$ cat config.mk
export PLATFORM = sky130hd
export DESIGN_NAME = pmpp_ctrl
export DESIGN_NICKNAME = d
export VERILOG_FILES = /design/src/hw/rtl/pmpp_pkg.sv /design/src/hw/rtl/pmpp_ctrl.sv
export SDC_FILE = /design/constraint.sdc
export NUM_CORES = 1
export LEC_CHECK = 0
export CORE_UTILIZATION = 44
export DETAILED_ROUTE_END_ITERATION = 16
export DONT_BUFFER_PORTS = 1
export HOLD_SLACK_MARGIN = 0.05
export SYNTH_ARGS = -nofsm -noshare
export SYNTH_HDL_FRONTEND = slang
export SYNTH_SLANG_ARGS = --single-unit
$ cat constraint.sdc
create_clock -name clock -period 5 [get_ports clock]
set_input_delay 1 -clock clock [delete_from_list [all_inputs] [get_ports clock]]
set_output_delay 1 -clock clock [all_outputs]
set_load 0.02 [all_outputs]
$ cat src/hw/rtl/pmpp_pkg.sv
`default_nettype none
// ---------------------------------------------------------------------------
// pmpp_pkg
// Shared types and constants of the page mode pixel plotter.
// ---------------------------------------------------------------------------
package pmpp_pkg;

   localparam int unsigned FULL_ADDR_W = 12;
   localparam int unsigned PAGE_W      = 4;

   localparam logic [7:0] CMD_PAGE   = 8'hB0;
   localparam logic [7:0] CMD_COL_HI = 8'h10;

   localparam logic [1:0] SLOT_PAGE   = 2'd0;
   localparam logic [1:0] SLOT_COL_HI = 2'd1;
   localparam logic [1:0] SLOT_COL_LO = 2'd2;
   localparam logic [1:0] SLOT_DATA   = 2'd3;

   typedef struct packed {
      logic                   en;
      logic [FULL_ADDR_W-1:0] addr;
      logic [7:0]             data;
   } pmpp_wr_type;

   typedef struct packed {
      logic                   en;
      logic [FULL_ADDR_W-1:0] addr;
   } pmpp_rd_type;

endpackage
`default_nettype wire

$ cat src/hw/rtl/pmpp_ctrl.sv
`default_nettype none
// ---------------------------------------------------------------------------
// pmpp_ctrl
// Clearing pass, pixel read-modify-write and four-byte output sequencer.
// ---------------------------------------------------------------------------
module pmpp_ctrl #(
   parameter int unsigned PAGE_COUNT   = 8,
   parameter int unsigned COLUMN_COUNT = 128
) (
   input  wire logic                 clock,
   input  wire logic                 reset,
   input  wire logic                 req_valid,
   output logic                      req_stall,
   input  wire logic [7:0]           req_column,
   input  wire logic [7:0]           req_row,
   input  wire logic                 req_color,
   output logic                      rsp_valid,
   input  wire logic                 rsp_stall,
   output logic [7:0]                rsp_out_byte,
   output logic                      rsp_is_data,
   output logic                      rsp_last,
   output pmpp_pkg::pmpp_wr_type     wr_req,
   output pmpp_pkg::pmpp_rd_type     rd_req,
   input  wire logic [7:0]           rd_data
);
   import pmpp_pkg::*;

   localparam int unsigned STORE_SIZE = PAGE_COUNT * COLUMN_COUNT;
   localparam int unsigned ADDR_W     = (STORE_SIZE > 1) ? $clog2(STORE_SIZE) : 1;
   localparam logic [7:0]  LAST_COL   = 8'(COLUMN_COUNT - 1);
   localparam logic [7:0]  LAST_ROW   = 8'(PAGE_COUNT * 8 - 1);
   localparam logic [ADDR_W-1:0] LAST_ADDR = ADDR_W'(STORE_SIZE - 1);

   typedef enum logic [2:0] {
      ST_CLEAR = 3'b001,
      ST_IDLE  = 3'b010,
      ST_SEND  = 3'b100
   } state_type;

   state_type              state_ff, state_in;
   logic [ADDR_W-1:0]      clr_ff, clr_in;
   logic [1:0]             slot_ff, slot_in;
   logic                   fresh_ff;
   logic [PAGE_W-1:0]      page_ff;
   logic [7:0]             col_ff;
   logic [2:0]             bit_ff;
   logic                   color_ff;
   logic [FULL_ADDR_W-1:0] addr_ff;
   logic [7:0]             data_ff;

   logic [7:0]             col_sat;
   logic [7:0]             row_sat;
   logic [FULL_ADDR_W-1:0] addr_full;
   logic                   take;
   logic                   send_last;
   logic [7:0]             mask;
   logic [7:0]             new_byte;

   always_comb begin
      col_sat   = (req_column > LAST_COL) ? LAST_COL : req_column;
      row_sat   = (req_row > LAST_ROW) ? LAST_ROW : req_row;
      addr_full = FULL_ADDR_W'(row_sat[6:3]) * FULL_ADDR_W'(COLUMN_COUNT)
                  + FULL_ADDR_W'(col_sat);
   end

   assign send_last = (state_ff == ST_SEND) && (slot_ff == SLOT_DATA) && !rsp_stall;
   assign req_stall = !((state_ff == ST_IDLE) || send_last);
   assign take      = req_valid && !req_stall;

   assign mask     = 8'd1 << bit_ff;
   assign new_byte = color_ff ? (rd_data | mask) : (rd_data & ~mask);

   always_comb begin
      state_in = state_ff;
      clr_in   = clr_ff;
      slot_in  = slot_ff;
      unique case (state_ff)
         ST_CLEAR: begin
            clr_in = clr_ff + 1'b1;
            if (clr_ff == LAST_ADDR) begin
               state_in = ST_IDLE;
            end
         end
         ST_IDLE: begin
            if (take) begin
               state_in = ST_SEND;
               slot_in  = SLOT_PAGE;
            end
         end
         ST_SEND: begin
            if (take) begin
               slot_in = SLOT_PAGE;
            end else if (send_last) begin
               state_in = ST_IDLE;
            end else if (!rsp_stall) begin
               slot_in = slot_ff + 1'b1;
            end
         end
         default: begin
            state_in = ST_CLEAR;
         end
      endcase
   end

   always_ff @(posedge clock) begin
      if (reset) begin
         state_ff <= ST_CLEAR;
         clr_ff   <= '0;
         slot_ff  <= SLOT_PAGE;
         fresh_ff <= 1'b0;
      end else begin
         state_ff <= state_in;
         clr_ff   <= clr_in;
         slot_ff  <= slot_in;
         fresh_ff <= take;
      end
   end

   always_ff @(posedge clock) begin
      if (take) begin
         page_ff  <= row_sat[6:3];
         col_ff   <= col_sat;
         bit_ff   <= row_sat[2:0];
         color_ff <= req_color;
         addr_ff  <= addr_full;
      end
      if (fresh_ff) begin
         data_ff <= new_byte;
      end
   end

   always_comb begin
      rd_req.en   = take;
      rd_req.addr = addr_full;
      if (state_ff == ST_CLEAR) begin
         wr_req.en   = 1'b1;
         wr_req.addr = FULL_ADDR_W'(clr_ff);
         wr_req.data = 8'd0;
      end else begin
         wr_req.en   = fresh_ff;
         wr_req.addr = addr_ff;
         wr_req.data = new_byte;
      end
   end

   always_comb begin
      case (slot_ff)
         SLOT_PAGE:   rsp_out_byte = CMD_PAGE | {4'd0, page_ff};
         SLOT_COL_HI: rsp_out_byte = CMD_COL_HI | {4'd0, col_ff[7:4]};
         SLOT_COL_LO: rsp_out_byte = {4'd0, col_ff[3:0]};
         default:     rsp_out_byte = data_ff;
      endcase
   end

   assign rsp_valid   = (state_ff == ST_SEND);
   assign rsp_is_data = (slot_ff == SLOT_DATA);
   assign rsp_last    = (slot_ff == SLOT_DATA);

endmodule
`default_nettype wire

==> metrics.md, run 1 <==
| Metric | Value |
|---|---|
| # setup viols final | `0` |
| GR Util All Layers | `16.96%` |
| Cells after synthesis | `240` |
| Slew Viols, Final | `0` |
| Initial DRC count | `119` |
| Seq/Total Area, Yosys | `49.40%` |
| Unrepaired setup endpoints after global routing | `no` |
| Leading area contributor after synthesis | `edfxtp_1` |
| # fillers | `490` |
| Num CTS Buffers | `5` |
| Cell area after synthesis | `2411 µm²` |
| Global-route wire length before repair | `7652 µm` |
| Post-synth top cells | `nand2_1, edfxtp_1, dfxtp_1` |
| Vias per cell | `5.508` |
| EDFF count, synth | `29` |
| DRC violation count after routing | `0` |
| Fin Clk Skew | `0.006531 ns` |
| H-tree depth | `2` |
| Worst slew pin tran | `0.7122 ns` |
| Leak | `0.8584 nW` |
| CTS tree | `done` |
| Worst vdd ir | `0.1510 mV` |
| Hpwl dp | `3496 µm` |
| WL per Instance | `15.33 µm` |
| Post_cts resized | `0` |
| Top-count cell post-synth | `nand2_1` |
| Final min period | `3.652 ns` |
| Hold Buf Count CTS | `0` |
| Vert. Die Dim | `76.03 µm` |
| Synth top area share | `36.12%` |
| Core area | `5205 µm²` |
| DRT antenna net count | `0` |
| Ys async rst share | `0%` |
| Power Density | `292.6 nW/µm²` |
| Initial DRT Pass Iterations | `4` |
| Final hold vios | `0` |
| Area contributors post-synth | `edfxtp_1, dfxtp_1, nand2_1, mux2_2, ha_1` |
| RD Place Congestion | `0.8131` |
| Layout Nets | `270` |
| Seq cells post-synth | `45` |
| Max cap viols | `0` |
| Type of origin of the critical path | `flip-flop` |
| Layout cell share with drive strength beyond 1 | `12.34%` |
| CTS sink count | `45` |
| Die Area | `5780 µm²` |
| Critical Path End Type | `primary output` |
| WP data arrival | `2.65 ns` |
| Std cell rows | `26` |
| Initial antenna violation count | `0` |
| Final WS setup | `1.348 ns` |
| Clock Tree Root | `clkbuf_8` |
| R2r startpoint | `slot_ff[0]` |
| Worst setup path end | `rd_req[12]` |
| Die W | `76.03 µm` |
| Initial core utilization | `46.32%` |
| Status | `completed` |
| Distinct cells, synth | `44` |
| Main synth FF type | `edfxtp_1` |
| Largest net degree at the start of global routing | `40` |
| Critical path origin | `slot_ff[0]` |
| Synth Warn # | `0` |
| Worst setup path class | `flip-flop to primary output` |
| CTS Buffer Depth | `2` |
| Worst hold-check path type | `flip-flop to flip-flop` |
| Final WL | `4676 µm` |
| Clock slew at reported path FFs | `0.08 ns` |
| IO Port Bufs | `0` |
| Setup Buffers After CTS | `0` |
| Area delta synth->final | `5.760%` |
| R2R Setup Slk | `1.94 ns` |
| Syn avg cell area | `10.05 µm²` |
| Place WS | `1.654 ns` |
| Clock latency on the worst-skew pair | `0.29 ns` |
| GRT overflow | `0` |
| Io pins | `75` |
| Reg2Reg Depth | `5` |
| Diode count | `0` |
| CP max FO | `11` |
| R2R Path End | `page_ff[3]` |
| DR vias | `1,680` |
| Max Clk Rate | `273.8 MHz` |
| Req. time, crit path | `4.00 ns` |
| Setup TNS after final layout | `0 ns` |
| Final period utilization | `73.05%` |
| Relative slew slack | `52.02%` |
| Vias in the first global route | `1,536` |
==> layout by cell type, fill, tap and decap left out, types with 6 or more instances in the layout <==
| master | netlist | routed |
|---|---|---|
| and2_1 | 11 | 11 |
| nand2_1 | 38 | 38 |
| a21oi_1 | 12 | 12 |
| edfxtp_1 | 29 | 29 |
| or3_1 | 9 | 9 |
| ha_1 | 7 | 7 |
| or2_2 | 8 | 8 |
| nor3b_1 | 8 | 7 |
| o21ai_0 | 7 | 7 |
| dfxtp_1 | 16 | 16 |
| nor2_1 | 9 | 9 |
| mux2_2 | 8 | 8 |
| inv_1 | 6 | 6 |
==> power by group <==
| group | internal, mW | total, mW | leakage (nW) | switching, mW |
|---|---|---|---|---|
| Clock | 0.198 | 0.315 | 0.0681 | 0.116 |
| Combinational | 0.0111 | 0.0324 | 0.402 | 0.0213 |
| Sequential | 0.396 | 0.399 | 0.388 | 0.00258 |
==> sequential cells by signal, summed over array words and instances (netlist names), 2 cells and up <==
name / count
slot_ff: 2
col_ff: 8
bit_ff: 3
clr_ff: 10
state_ff: 3
data_ff: 8
page_ff: 4
addr_ff: 5
==> stage by stage <==
| stage | cell area [µm²] | std cells | hold slack [ns] | util (%) | total power, mW |
|---|---|---|---|---|---|
| floorplan | 2426 | 244 | 0.4649 | - | 0.4423 |
| global placement | 2416 | 297 | 0.4754 | 46.42 | 0.4396 |
| detailed placement | 2416 | 297 | 0.4886 | 46.42 | 0.4400 |
| CTS | 2550 | 305 | 0.5036 | 48.99 | 0.7533 |
| global route | 2550 | 305 | 0.5395 | 48.99 | 0.7765 |
| finish | 2550 | 305 | 0.5051 | 48.99 | 0.7461 |
==> critical path, cell delays in order (launching register included) <==
cell	delay [ns]
dfxtp_1	0.39
ha_1	0.60
clkinv_1	0.43
o31a_1	0.43
nor3b_2	0.51
==> layer usage <==
metal  track usage [%]  routed length (µm)
met3             3.952                 263
met5                 0                   0
met4             7.115                  93
met1             21.53                2072
met2             27.82                2248
==> worst min-delay path by stage <==
| stage | startpoint | end | slack, ns | depth (start not counted) |
|---|---|---|---|---|
| after floorplan | clr_ff[6] | clr_ff[6] | 0.46 | 2 |
| after global placement | clr_ff[1] | clr_ff[1] | 0.48 | 2 |
| after detailed placement | clr_ff[7] | clr_ff[7] | 0.49 | 2 |
| after CTS | clr_ff[7] | clr_ff[7] | 0.50 | 2 |
| after global routing | clr_ff[6] | clr_ff[6] | 0.54 | 2 |
| final | clr_ff[1] | clr_ff[1] | 0.51 | 2 |
==> cell families (layout without fill, tap and decap cells) <==
kind of cell	count (synthesis)	in the layout	share of synthesized area, %
xor+xnor	2	2	0.7267
buf+inv	26	17	5.967
flops	45	45	49.40
other cells	1	5	0.1555
fa+ha+maj	7	7	3.632
simple gates	114	114	26.00
compound gates	35	35	9.445
mux	10	10	4.671
==> cell type report <==
class / instances / area [µm²] / area share [%]
clock buffer: 5 / 68.82 / 2.699
clock inverter: 3 / 65.06 / 2.552
inverter: 7 / 26.28 / 1.030
multi-input combinational: 173 / 1096 / 42.98
sequential: 45 / 1191 / 46.71
tap: 70 / 87.58 / 3.435
timing repair buffer: 2 / 15.01 / 0.5888
Power figures use the tool's default switching activity.
==> inputs of run 2 (changes only) <==
--- a/config.mk
+++ b/config.mk
@@ -5,6 +5,7 @@
 export SDC_FILE = /design/constraint.sdc
 export NUM_CORES = 1
 export LEC_CHECK = 0
+export ABC_AREA = 1
 export CORE_UTILIZATION = 44
 export DETAILED_ROUTE_END_ITERATION = 16
 export DONT_BUFFER_PORTS = 1
==> constraint.sdc (replaced) <==
create_clock -name clock -period 3.4 [get_ports clock]
set_input_delay 0.68 -clock clock [delete_from_list [all_inputs] [get_ports clock]]
set_output_delay 0.68 -clock clock [all_outputs]
set_load 0.02 [all_outputs]
==> metrics.md, run 2 <==
| Metric | Value |
|---|---|
| CTS Buffer Depth | `2` |
| Global-route wire length before repair | `8245 µm` |
| CTS sink count | `45` |
| Biggest regs | `clr_ff x10, col_ff x8, data_ff x8` |
| Post-synthesis compound-gate area fraction | `12.17%` |
| IO Port Bufs | `0` |
| Leading area contributor after synthesis | `edfxtp_1` |
| Reg area | `1191 µm²` |
| Power Density | `534.5 nW/µm²` |
| Top reg by flops | `clr_ff` |
| Core area | `5270 µm²` |
| Die W | `77.04 µm` |
| Initial DRC count | `93` |
| Final period utilization | `73.45%` |
| Clock Tree Root | `clkbuf_8` |
| Cell area after synthesis | `2477 µm²` |
| Type of origin of the critical path | `flip-flop` |
| Int Pwr | `840.6 µW` |
| WHS Endpoint | `slot_ff[0]` |
| Die Area | `5934 µm²` |
| Main combinational cell family by area after synthesis | `simple AND/OR/NAND/NOR gates` |
| Post_cts resized | `0` |
| Critical Path End Type | `primary output` |
| Logic pwr share | `30.6%` |
| Final WS setup | `0.9027 ns` |
| Req. time, crit path | `2.72 ns` |
| Seq cells post-synth | `45` |
| Buffers plus inverters on the worst setup path | `2` |
| Cells after synthesis | `294` |
| R2r startpoint | `slot_ff[1]` |
| Area contributors post-synth | `edfxtp_1, dfxtp_1, nand2_1, inv_1, a21oi_1` |
| Most common cell after layout, fill and taps aside | `nand2_1` |
| Std cell rows | `26` |
| Clock slew at reported path FFs | `0.08 ns` |
| Worst vdd ir | `0.3079 mV` |
| Max reg flops | `10` |
| Hold Buf Count CTS | `0` |
| Distinct cells, synth | `31` |
| # setup viols final | `0` |
| Post-synth top cells | `nand2_1, inv_1, edfxtp_1` |
| Worst setup path class | `flip-flop to primary output` |
| Worst hold-check path type | `primary input to flip-flop` |
| Slowest CP cell | `a211oi_1` |
| Top-count cell post-synth | `nand2_1` |
| R2R Path End | `page_ff[0]` |
| Largest delay share family, worst path | `compound AO/OA/AOI/OAI gates` |
| Largest net degree at the start of global routing | `28` |
| Final min period | `2.497 ns` |
| Vias per cell | `5.008` |
| Synth Area in XOR/XNOR | `0.3535%` |
| Initial core utilization | `47.01%` |
| DRC violation count after routing | `0` |
| Hpwl dp | `3911 µm` |
| Num CTS Buffers | `5` |
| Relative slew slack | `50.13%` |
| Synth Warn # | `0` |
| Layout cell share with drive strength beyond 1 | `14.73%` |
| Slew Viols, Final | `0` |
| Multi-input gate area | `997.2 µm²` |
| Place WS | `1.195 ns` |
| Final hold vios | `0` |
| Leak | `1.029 nW` |
| Hold wc startpoint | `reset` |
| Initial antenna violation count | `0` |
| Seq/Total Area, Yosys | `48.08%` |
| CP max FO | `27` |
| Initial DRT Pass Iterations | `4` |
| Unrepaired setup endpoints after global routing | `no` |
| Syn avg cell area | `8.426 µm²` |
| Layout Nets | `327` |
| Synth Area in Simple Gates | `23.43%` |
| P_sw | `535.0 µW` |
| Mux share of post-synthesis cell area | `0%` |
| Vias in the first global route | `1,758` |
| Final WL | `5026 µm` |
| Most frequent CP cell | `inv_2` |
| Worst hold stages | `1` |
| RD Place Congestion | `0.8059` |
| Worst slew pin tran | `0.7402 ns` |
| Core Util, Final | `48.84%` |
| Post-Synth Adder-Cell Area | `3.535%` |
| Synth top area share | `35.15%` |
| Io pins | `75` |
| R2R Setup Slk | `1.34 ns` |
| Main synth FF type | `edfxtp_1` |
| WP data arrival | `1.82 ns` |
| Pwr Total | `1.376 mW` |
| Setup Buffers After CTS | `0` |
| Crit-path cells | `inv_2 -> nand3_4 -> inv_2 -> a211oi_1` |
| DRT antenna net count | `0` |
| H-tree depth | `2` |
| Sequential Power Share | `46.1%` |
| Max cap viols | `0` |
| Status | `completed` |
| GR Util All Layers | `18.28%` |
| Reg2Reg Depth | `8` |
| Max Clk Rate | `400.4 MHz` |
| Commonest cells after routing, fill and taps aside | `nand2_1, inv_1, edfxtp_1, a21oi_1, nor2_1` |
| Clock latency on the worst-skew pair | `0.30 ns` |
| Diode count | `0` |
| Area delta synth->final | `3.889%` |
| GRT overflow | `0` |
| Fin Clk Skew | `0.004039 ns` |
| WL per Instance | `13.88 µm` |
| Setup TNS after final layout | `0 ns` |
| # fillers | `537` |
| Share of power burned in the clock network | `23.3%` |
| Ys async rst share | `0%` |
| Delay of the slowest cell on the worst path | `0.63 ns` |
| CTS tree | `done` |
| Sw frac | `38.89%` |
| EDFF count, synth | `29` |
| Vert. Die Dim | `77.04 µm` |
| DR vias | `1,813` |
## run 2: metrics by stage
stage | cell area (µm²) | cells | hold slack [ns]
5_1_grt | 2574 | 362 | 0.4241
2_1_floorplan | 2492 | 298 | 0.4393
3_3_place_gp | 2487 | 354 | 0.4623
4_1_cts | 2574 | 362 | 0.4242
6_report | 2574 | 362 | 0.4407
3_5_place_dp | 2487 | 354 | 0.4779
## run 2: how the worst max path moves through the flow
stage / startpoint / endpoint / slack [ns] / depth (start not counted)
after global routing: state_ff[1] / wr_req[7] / 0.80 / 4
after global placement: req_row[6] / rd_req[7] / 1.21 / 4
final: state_ff[1] / wr_req[6] / 0.90 / 4
after detailed placement: req_row[6] / rd_req[7] / 1.20 / 4
after CTS: state_ff[1] / wr_req[6] / 0.89 / 4
after floorplan: slot_ff[0] / rd_req[12] / 0.85 / 8
## run 2: layout make-up
type,instances,area share (%)
repair buffers,2,0.5834
clock buffers,5,2.674
clock inverters,3,0.6806
multi-input cells,185,38.75
well taps,70,3.403
inverters,52,7.632
flip-flops and latches,45,46.28
## run 2: layer usage
metal	vias to the layer above	track usage, %	part of all wire, %
met5	-	0	0
met4	0	7.925	1.5
met3	7	5.357	6.8
met2	65	28.75	44
met1	809	23.30	47
li1	932	-	-
## run 2: kinds of logic after synthesis
family / Yosys count
compound gates: 54
xor+xnor: 1
fa+ha+maj: 7
buf+inv: 68
flops: 45
other cells: 1
simple gates: 118
## run 2: power by group through the flow
stage | sequential, mW | clock, mW | combinational, mW
after global routing | 0.638 | 0.353 | 0.464
final | 0.634 | 0.321 | 0.421
after CTS | 0.634 | 0.335 | 0.424
after global placement | 0.645 | 0 | 0.421
after detailed placement | 0.647 | 0 | 0.424
after floorplan | 0.642 | 0 | 0.393
